### src/rtl/core/assert_macros.svh
// Assertion helper macros for the convolution core.
`ifndef ASSERT_MACROS_SVH
`define ASSERT_MACROS_SVH
`ifndef SYNTHESIS
`define ASSERT_IMPL(label, clk, rst_n, prop, msg) \
    label: assert property (@(posedge clk) disable iff (!rst_n) (prop)) else $error(msg);
`define ASSERT_NEVER(label, clk, rst_n, cond, msg) \
    label: assert property (@(posedge clk) disable iff (!rst_n) !(cond)) else $error(msg);
`else
`define ASSERT_IMPL(label, clk, rst_n, prop, msg)
`define ASSERT_NEVER(label, clk, rst_n, cond, msg)
`endif
`endif

### src/rtl/core/mcc_pkg.sv
// ----------------------------------------------------------------------------
// mcc_pkg
// Shared types and constants of the multichannel convolution core.
// ----------------------------------------------------------------------------
package mcc_pkg;

    localparam int MAX_IMAGE_D  = 64;
    localparam int MAX_KERNEL_D = 7;
    localparam int MAX_IN_CH_D  = 16;
    localparam int MAX_OUT_CH_D = 16;
    localparam int DATA_WIDTH_D = 16;
    localparam int SUM_W        = 48;
    localparam int CFG_W        = 7;

    localparam logic [1:0] REG_IMAGE  = 2'd0;
    localparam logic [1:0] REG_KERNEL = 2'd1;
    localparam logic [1:0] REG_IN_CH  = 2'd2;
    localparam logic [1:0] REG_OUT_CH = 2'd3;

    localparam logic FUNC_WEIGHT = 1'b0;
    localparam logic FUNC_PIXEL  = 1'b1;

    typedef struct packed {
        logic        func;
        logic [15:0] data_value;
        logic [3:0]  weight_out_channel;
        logic [3:0]  weight_in_channel;
        logic [2:0]  weight_row;
        logic [2:0]  weight_col;
    } in_word_t;

    typedef struct packed {
        logic [3:0]  result_channel;
        logic [5:0]  result_row;
        logic [5:0]  result_col;
        logic [47:0] conv_sum;
        logic        last_of_run;
    } out_word_t;

    // MAC control from sequencer to datapath
    typedef struct packed {
        logic clear;
        logic acc;
    } mac_ctl_t;

endpackage

### src/rtl/core/mcc_mac.sv
// ----------------------------------------------------------------------------
// mcc_mac
// Shared multiply-accumulate unit: registered product, then 48-bit accumulate.
// ----------------------------------------------------------------------------
module mcc_mac #(
    parameter int DATA_WIDTH = 16
) (
    input  logic                         clk,
    input  logic                         rst_n,
    input  mcc_pkg::mac_ctl_t            ctl,
    input  logic signed [DATA_WIDTH-1:0] a,
    input  logic signed [DATA_WIDTH-1:0] b,
    output logic signed [47:0]           acc
);
    import mcc_pkg::*;

    logic signed [2*DATA_WIDTH-1:0] prod_reg;
    logic                           prod_vld_reg;
    logic                           clr_reg;
    logic signed [SUM_W-1:0]        prod_ext;

    always_comb
    begin
        if (2*DATA_WIDTH >= SUM_W)
            prod_ext = SUM_W'(prod_reg);
        else
            prod_ext = SUM_W'(signed'(prod_reg));
    end

    always_ff @(posedge clk or negedge rst_n)
    begin
        if (!rst_n)
        begin
            prod_vld_reg <= 1'b0;
            clr_reg      <= 1'b0;
            acc          <= '0;
        end
        else
        begin
            prod_vld_reg <= ctl.acc;
            clr_reg      <= ctl.clear;
            if (clr_reg)
                acc <= prod_vld_reg ? prod_ext : '0;
            else if (prod_vld_reg)
                acc <= acc + prod_ext;
        end
    end

    always_ff @(posedge clk)
    begin
        prod_reg <= a * b;
    end

endmodule

### config.mk
export PLATFORM = sky130hd
export DESIGN_NAME = mcc_mac
export DESIGN_NICKNAME = d
export VERILOG_FILES = /design/src/rtl/core/assert_macros.svh /design/src/rtl/core/mcc_pkg.sv /design/src/rtl/core/mcc_mac.sv
export SDC_FILE = /design/constraint.sdc
export NUM_CORES = 1
export LEC_CHECK = 0
export BUFFER_PORTS_ARGS = -buffer_cell sky130_fd_sc_hd__buf_2
export CAP_MARGIN = 20
export CORE_MARGIN = 5
export CORE_UTILIZATION = 40
export DETAILED_ROUTE_END_ITERATION = 8
export PLACE_DENSITY = 0.68
export SLEW_MARGIN = 15
export SYNTH_ARGS = -nofsm -noshare
export SYNTH_HDL_FRONTEND = slang
export SYNTH_SLANG_ARGS = --single-unit
### constraint.sdc
create_clock -name clk -period 4.2 [get_ports clk]
set_clock_uncertainty 0.2 [all_clocks]
set_input_delay 0.21 -clock clk [delete_from_list [all_inputs] [get_ports clk]]
set_output_delay 0.21 -clock clk [all_outputs]
set_load 0.1 [all_outputs]
==> impl_metrics.env, run 1 <==
export IMPL_hp_class="in -> reg"
export IMPL_finalSetupViolCount=21
export IMPL_synth_compound_area_frac=0.136
export IMPL_synth_nets=2160
export IMPL_syn_inst=1732
export IMPL_yosys_area_share_adder=0.447
export IMPL_dp_hpwl_microns=32500
export IMPL_fin_crit_sh=1.36
export IMPL_setup_slack_ps=-1500
export IMPL_row_count=71
export IMPL_yosysTopAreaCellShare=0.342
export IMPL_antenna_found_initial=0
export IMPL_violations="negative setup slack"
export IMPL_cts_root_buf="clkbuf_16"
export IMPL_synth_edf_count=0
export IMPL_critPathKind="in -> reg"
export IMPL_synth_xor_area_frac=0.0398
export IMPL_synth_top_family_by_area="adder cells"
export IMPL_grt_max_degree=51
export IMPL_yosysSeqAreaShare=0.123
export IMPL_fin_crit_ps=5700
export IMPL_first_pass_iters=5
export IMPL_timing_hold_ws_ps=210
export IMPL_ioPinCount=84
export IMPL_cts_tree="built"
export IMPL_muxShareOfSynthArea=0.00463
export IMPL_ant_nets=0
export IMPL_ys_flop_type="dfrtp_1"
export IMPL_slew_violations=0
export IMPL_clockBufferDepth=2
export IMPL_drt_drc_violations_left=0
export IMPL_rsz0062_at_grt="yes"
export IMPL_gp_congestion=0.894
export IMPL_outcome="finished, violations left"
export IMPL_synth_largest_area_cell="fa_1"
export IMPL_yosys_warnings=0
export IMPL_drtIter0Drc=635
export IMPL_avgSynthCellArea_sq_um=8.88
export IMPL_synth_async_reset_ratio=0.610
export IMPL_synth_seq_cells=82
export IMPL_cts_htree_levels=3
export IMPL_max_freq_mhz=175
export IMPL_clkSinkCount=82
export IMPL_dieArea_sq_um=42500
export IMPL_finalHoldViolCount=0
export IMPL_num_vias=12600
export IMPL_die_w_microns=206
export IMPL_synth_cell_types=72
export IMPL_synthesis_area_sq_um=15400
export IMPL_fin_area_sq_um=18800
export IMPL_drive_above_1_share=0.206
export IMPL_critPathArrivalTime_ps=5730
export IMPL_yosys_area_share_simple=0.152
export IMPL_cp_required_ps=4230
export IMPL_clkSlewWorstSetupHoldPaths_ps=60
export IMPL_track_usage=0.186
export IMPL_place_area_sq_um=17700
export IMPL_wl_per_cell_microns=15.7
export IMPL_fillers=3545
export IMPL_port_buffers=83
export IMPL_crit_path_start_kind="input port"
export IMPL_first_global_vias=13300
export IMPL_insertion_delay_ps=340
export IMPL_antennaDiodeCount=0
export IMPL_die_y_microns=206
export IMPL_cts_buffers=9
export IMPL_grt_pass1_wl_microns=65400
export IMPL_drv_cap=0
export IMPL_slew_headroom=0.396
export IMPL_worstMarginPinSlew_ps=906
export IMPL_overflow=0
export IMPL_wirelength_microns=38900
export IMPL_yosys_top_cells_area="fa_1, ha_1, inv_1"
export IMPL_vias_per_cell=5.09
export IMPL_crit_fanout=6
export IMPL_final_nets=2383
export IMPL_cp_end_kind="flip-flop"
export IMPL_start_util=0.407
export IMPL_syn_to_final_growth_pct=22.2
export IMPL_largest_register_ffs=48
export IMPL_core_area_sq_um=37800
[cells in the final DEF (no fill, tap or decap), drive strengths merged, types with 27 or more instances in the layout]
master  Yosys  routed
a21o       27      27
a21oi      77      77
and2      129     129
buf         7     267
dfrtp      50      50
dfxtp      32      32
fa        263     263
ha        129     129
inv       336     337
nand2     183     183
nor2       54      54
o21ai      77      77
xnor2      55      55
[worst max-delay path: stages]
cell and delay (ps):
buf_8 100, buf_12 120, and2_4 150, fa_1 500
inv_1 50, fa_1 510, fa_1 460, fa_1 550
inv_1 50, fa_1 470, inv_1 50, fa_1 480
inv_2 50, ha_4 230, a21oi_4 170, buf_4 140
buf_6 90, o22ai_4 60, a221oi_2 300, o31a_1 230
o31a_1 200, o211ai_1 120, and3_1 160, a311o_1 260
[timing repair]
| item | 4_1_cts | 5_1_grt |
|---|---|---|
| gates resized for setup | 85 | 65 |
| setup endpoints to repair | 22 | 24 |
| gates cloned | 0 | 1 |
| buffers inserted | 19 | 17 |
| pin swaps | 32 | 44 |
| hold buffers | 5 | 0 |
| endpoints found under the hold margin | 52 | 0 |
[through the flow]
step,util,setup TNS (ps),setup WS [ps],cells
after floorplan,-,-18570,-1440,1732
after global placement,0.467,-26850,-1760,2422
after detailed placement,0.467,-28600,-1830,2422
after CTS,0.488,-19430,-1400,2460
after global routing,0.497,-24610,-1670,2471
final,0.497,-21080,-1500,2471
[area by class of cell]
cell class                 count  area, sq um  area share
clock buffer                  12          289      0.0154
clock inverter                 4         27.5     0.00146
inverter                     336         1260      0.0673
multi-input combinational   1252        12500       0.664
sequential                    82         1890       0.101
tap                          511          639      0.0340
timing repair buffer         274         2210       0.117
[synth_stat cells, drive strengths merged, types with 4 or more instances]
master  instances
mux2i           6
a211oi         14
a31oi           7
and3           16
and2          129
dfrtp          50
xnor2          55
a22o           23
xor2           15
a211o           5
nor2b          10
nand3          21
a41oi           5
nor3b           7
nand2         183
o31a            5
o211ai          8
o31ai           4
a22oi           8
dfxtp          32
buf             7
or2             5
ha            129
inv           336
o21ai          77
o21a            9
o21bai         15
clkbuf         55
fa            263
nand4           4
nor2           54
a31o            4
a21oi          77
a21o           27
nor3           17
nand2b         10
[path summary, 6_finish.rpt]
path	start	depth (start not counted)	slack (ps)	to
setup / recovery	a[6]	24	-1500	prod_reg[30]$_DFF_P_
hold / removal	b[0]	3	210	prod_reg[0]$_DFF_P_
setup reg to reg	acc[0]$_DFFE_PN0P_	12	710	acc[46]$_DFFE_PN0P_
hold reg to reg	prod_reg[27]$_DFF_P_	2	290	acc[27]$_DFFE_PN0P_
max in group asynchronous	rst_n	4	2450	acc[4]$_DFFE_PN0P_
min in group asynchronous	rst_n	3	520	acc[2]$_DFFE_PN0P_
[cell families after synthesis]
family / count (synthesis)
buffers and inverters: 398
xor gates and xnor gates: 70
and+or+nand+nor: 470
DFF: 82
adders and majority gates: 392
AOI/OAI and AO/OA: 313
muxes: 7
[routing by layer]
metal | up-vias | global-route usage | routed length (microns)
li1 | 5984 | - | -
met1 | 6232 | 0.254 | 17600
met2 | 317 | 0.323 | 18900
met3 | 35 | 0.0218 | 1830
met4 | 0 | 0.0366 | 584
met5 | - | 0 | 0
Power of run 1 is not shown: default switching activity piles up to over one toggle a cycle in this logic, so the estimate is an artifact.
==> run 2, diff against run 1 <==
- PLACE_DENSITY: 0.68 -> 0.52
==> run 2 against run 1 <==
Compared with the run above:
- the flow still finishes with violations (negative setup slack)
- via count shrank 2.2%
- clock-buffer cell count decreased by 2
- die area is the same
- utilization grew 0.13 points
- non-clock buffer count decreased by 1
- flip-flop and latch count is the same
- register-to-register slack got worse by 70 ps
- worst setup slack better by 140 ps
- routed wire length increased by 2.2%
- sequential share of layout area hardly changed
- final cell count hardly changed
==> impl_metrics.env, run 2 (synthesis results as in run 1) <==
export IMPL_cp_end_kind="flip-flop"
export IMPL_slew_violations=0
export IMPL_grt_max_degree=43
export IMPL_worstMarginPinSlew_ps=917
export IMPL_fin_crit_sh=1.32
export IMPL_rsz0062_at_grt="yes"
export IMPL_dieArea_sq_um=42500
export IMPL_start_util=0.407
export IMPL_row_count=71
export IMPL_drive_above_1_share=0.213
export IMPL_final_nets=2382
export IMPL_overflow=0
export IMPL_track_usage=0.197
export IMPL_crit_path_start_kind="input port"
export IMPL_clockBufferDepth=2
export IMPL_die_y_microns=206
export IMPL_worst_path_largest_cell_delay_ps=580
export IMPL_port_buffers=83
export IMPL_crit_family="adder cells"
export IMPL_violations="negative setup slack"
export IMPL_seq_area_sq_um=1890
export IMPL_fillers=3627
export IMPL_finalHoldViolCount=0
export IMPL_cp_required_ps=4280
export IMPL_cts_tree="built"
export IMPL_layout_common_cells="inv_1, fa_1, nand2_1"
export IMPL_insertion_delay_ps=340
export IMPL_syn_to_final_growth_pct=22.5
export IMPL_critPathKind="in -> reg"
export IMPL_slew_headroom=0.388
export IMPL_antenna_found_initial=1
export IMPL_cts_root_buf="clkbuf_16"
export IMPL_cpMostUsedCell="fa_1"
export IMPL_setup_slack_ps=-1360
export IMPL_crit_chain="buf_12 > and2_4 > fa_1 > inv_1 > fa_1 > fa_1 > fa_1 > inv_2 > fa_1 > inv_1 > fa_1 > inv_2 > ha_4 > a21oi_4 > o21bai_1 > a41oi_2 > o21ai_2 > a31o_1 > o41a_1 > a211o_1 > a21oi_2 > xnor2_1"
export IMPL_crit_fanout=5
export IMPL_crit_slowest_cell="fa_1"
export IMPL_clkSlewWorstSetupHoldPaths_ps=60
export IMPL_hp_class="in -> async"
export IMPL_wirelength_microns=39800
export IMPL_fin_crit_ps=5560
export IMPL_final_common_cell="inv_1"
export IMPL_drv_cap=0
export IMPL_drtIter0Drc=446
export IMPL_antennaDiodeCount=0
export IMPL_gp_congestion=0.881
export IMPL_dp_hpwl_microns=33600
export IMPL_finalSetupViolCount=21
export IMPL_first_pass_iters=5
export IMPL_grt_pass1_wl_microns=68700
export IMPL_fin_cells=2470
export IMPL_critPathArrivalTime_ps=5640
export IMPL_die_w_microns=206
export IMPL_drt_drc_violations_left=0
export IMPL_vias_per_cell=4.98
export IMPL_max_freq_mhz=180
export IMPL_cts_buffers=9
export IMPL_wl_per_cell_microns=16.1
export IMPL_ioPinCount=84
export IMPL_largest_register_ffs=48
export IMPL_dp_cells=2427
export IMPL_num_vias=12300
export IMPL_outcome="finished, violations left"
export IMPL_multiInputGateArea_sq_um=12500
export IMPL_first_global_vias=13300
export IMPL_clkSinkCount=82
export IMPL_cts_htree_levels=3
export IMPL_crit_buf_inv=5
export IMPL_ant_nets=0
export IMPL_core_area_sq_um=37800
-- run 2: cell types whose count changed in the layout (fill, tap and decap cells not counted), sizes merged --
cell	previous run	this run
bufbuf	0	1
clkinvlp	2	1
clkinv	1	5
inv	337	336
clkbuf	14	10
dlygate4sd3	5	3
buf	267	269
-- run 2: final cells by class --
type / instances / area share
clock inverter: 6 / 0.00212
sequential: 82 / 0.100
inverter: 336 / 0.0669
tap: 511 / 0.0339
timing repair buffer: 273 / 0.118
multi-input combinational: 1252 / 0.665
clock buffer: 10 / 0.0133
-- run 2: worst paths after layout --
check	startpoint	to	slack [ps]	cells past startpoint
max in group asynchronous	rst_n	clr_reg$_DFF_PN0_	2830	3
hold / removal	rst_n	acc[4]$_DFFE_PN0P_	150	2
min in group clk	a[0]	prod_reg[0]$_DFF_P_	190	3
hold reg to reg	prod_reg[22]$_DFF_P_	acc[22]$_DFFE_PN0P_	300	2
setup reg to reg	acc[0]$_DFFE_PN0P_	acc[46]$_DFFE_PN0P_	640	12
setup / recovery	b[4]	prod_reg[31]$_DFF_P_	-1360	22
-- run 2: routing by layer --
layer | up-vias | part of all wire | wire [microns] | track usage
li1 | 5962 | - | - | -
met1 | 6073 | 0.48 | 19100 | 0.281
met2 | 217 | 0.47 | 18800 | 0.332
met3 | 36 | 0.033 | 1330 | 0.0193
met4 | 2 | 0.013 | 510 | 0.0364
met5 | - | 0.00018 | 7 | 0
-- run 2: metrics by stage --
stage	util	worst slack [ps]	cell area, sq um	setup TNS [ps]	hold WS, ps
after floorplan	-	-1440	15800	-18570	-286
after global placement	0.467	-1770	17700	-27780	-3.70
after detailed placement	0.467	-1830	17700	-28840	3.63
after CTS	0.493	-1340	18700	-18030	176
after global routing	0.498	-1550	18900	-22690	189
final	0.498	-1360	18900	-18850	153
-- run 2: worst reg2reg max path: cells and delay by family (launching register included) --
| kind | cells | cell delay [ps] |
|---|---|---|
| compound gates | 6 | 1720 |
| fa+ha+maj | 2 | 610 |
| buf+inv | 1 | 70 |
| flops | 1 | 410 |
| mux | 1 | 190 |
| simple gates | 2 | 270 |
-- run 2: timing repair --
item	in CTS	in global routing
gates cloned	2	0
resized for setup	136	35
hold buffers	3	0
pin swaps	60	39
setup buffers	19	4
endpoints found under the hold margin	19	0
endpoints found under the setup margin	22	23
Power of run 2 is left out for the same reason.
==> run 3, diff against run 2 <==
- BUFFER_PORTS_ARGS: -buffer_cell sky130_fd_sc_hd__buf_2 -> default
- CORE_ASPECT_RATIO: default -> 2
- DONT_BUFFER_PORTS: default -> 1
- PLACE_DENSITY: 0.52 -> 0.5
==> run 3 against run 2 <==
Compared with the run above:
- the run still ends with negative setup slack left
- flip-flop and latch count is the same
- final cell count shrank 3.9%
- highest routed layer is now met4
- routed wire length grew 9.6%
- critical path depth shrank 1
==> impl_metrics.env, run 3 (synthesis results as in run 1) <==
export IMPL_outcome="finished, violations left"
export IMPL_overflow=0
export IMPL_dp_cells=2337
export IMPL_core_area_sq_um=38000
export IMPL_antennaDiodeCount=0
export IMPL_antenna_found_initial=0
export IMPL_slew_headroom=0.346
export IMPL_dp_hpwl_microns=36800
export IMPL_ioPinCount=84
export IMPL_syn_to_final_growth_pct=16.8
export IMPL_clkSlewWorstSetupHoldPaths_ps=60
export IMPL_cts_root_buf="clkbuf_16"
export IMPL_wirelength_microns=43600
export IMPL_critPathKind="in -> reg"
export IMPL_row_count=101
export IMPL_die_w_microns=149
export IMPL_tns_ps=-15060
export IMPL_timing_hold_ws_ps=42.0
export IMPL_layout_common_cells="inv_1, fa_1, nand2_1"
export IMPL_die_y_microns=287
export IMPL_finalSetupViolCount=20
export IMPL_vias_per_cell=5.07
export IMPL_start_util=0.405
export IMPL_first_global_vias=13700
export IMPL_fin_crit_sh=1.28
export IMPL_worstMarginPinSlew_ps=981
export IMPL_hp_class="in -> reg"
export IMPL_critPathArrivalTime_ps=5470
export IMPL_finalHoldViolCount=0
export IMPL_cts_htree_levels=3
export IMPL_rsz0062_at_grt="yes"
export IMPL_port_buffers=0
export IMPL_fin_crit_ps=5390
export IMPL_dieArea_sq_um=42700
export IMPL_gp_congestion=0.903
export IMPL_setup_slack_ps=-1190
export IMPL_cts_buffers=9
export IMPL_drt_drc_violations_left=0
export IMPL_drtIter0Drc=295
export IMPL_fillers=3746
export IMPL_drv_cap=0
export IMPL_final_nets=2281
export IMPL_cp_end_kind="flip-flop"
export IMPL_num_vias=12000
export IMPL_insertion_delay_ps=360
export IMPL_final_common_cell="inv_1"
export IMPL_first_pass_iters=5
export IMPL_slew_violations=0
export IMPL_violations="negative setup slack"
export IMPL_cp_required_ps=4290
export IMPL_grt_max_degree=51
export IMPL_cts_tree="built"
export IMPL_track_usage=0.212
export IMPL_drive_above_1_share=0.159
export IMPL_crit_fanout=16
export IMPL_crit_path_start_kind="input port"
export IMPL_grt_pass1_wl_microns=71800
export IMPL_max_freq_mhz=186
export IMPL_ant_nets=0
export IMPL_fin_cells=2373
export IMPL_largest_register_ffs=48
export IMPL_clkSinkCount=82
export IMPL_wl_per_cell_microns=18.4
export IMPL_clockBufferDepth=2
==> run 3: cell count changes in the layout (fill, tap and decap cells not counted), moves of 5 or more <==
cell,delta
and2_1,+9
ha_1,+6
buf_12,-5
buf_6,-31
buf_4,-6
buf_2,-58
and2_4,-9
==> run 3: what timing repair did <==
| action | 4_1_cts | 5_1_grt |
|---|---|---|
| hold endpoints to repair | 54 | 0 |
| setup endpoints to repair | 20 | 21 |
| hold buffers | 8 | 0 |
| setup buffers | 7 | 7 |
| pin swaps | 25 | 23 |
| gates resized for setup | 35 | 40 |
==> run 3: per-stage QoR <==
step / utilization / setup slack (ps) / cell area [sq um]
floorplan: - / -1440 / 15800
global placement: 0.452 / -1560 / 17200
detailed placement: 0.452 / -1640 / 17200
CTS: 0.467 / -1200 / 17800
global route: 0.473 / -1340 / 18000
finish: 0.473 / -1190 / 18000
==> run 3: area by class of cell <==
class | count | area, sq um | area share
clock buffer | 11 | 254 | 0.0141
timing repair buffer | 172 | 1380 | 0.0766
inverter | 336 | 1260 | 0.0703
multi-input combinational | 1252 | 12500 | 0.693
clock inverter | 5 | 81.3 | 0.00452
sequential | 82 | 1890 | 0.105
tap | 515 | 644 | 0.0358
==> run 3: per-layer routing <==
layer  vias to the layer above  part of all wire  global-route usage
li1                       5749                 -                   -
met1                      6012              0.36               0.220
met2                       201              0.58               0.436
met3                        65             0.026              0.0204
met4                         0             0.027              0.0652
met5                         -                 0                   0
==> run 3: worst paths after layout <==
path	startpoint	end	slack (ps)	cells after the start
max reg2reg	acc[0]$_DFFE_PN0P_	acc[46]$_DFFE_PN0P_	570	12
min reg2reg	prod_reg[30]$_DFF_P_	acc[30]$_DFFE_PN0P_	300	2
min	a[2]	prod_reg[2]$_DFF_P_	40	3
max in group asynchronous	rst_n	clr_reg$_DFF_PN0_	3340	2
min in group asynchronous	rst_n	acc[3]$_DFFE_PN0P_	160	2
max	b[4]	prod_reg[31]$_DFF_P_	-1190	21
==> run 3: worst max-delay path: stages <==
cell and delay (ps):
and2_4 140, fa_1 530, inv_1 50, fa_1 490, fa_1 440, fa_1 540, inv_1 50, fa_1 470
inv_1 50, fa_1 490, inv_2 50, ha_4 220, a21oi_4 140, o21bai_2 90, a41oi_4 230, o21ai_2 100
a31o_1 230, o41a_1 360, a211o_1 320, a21oi_2 130, xnor2_1 120
Power of run 3 is left out for the same reason.
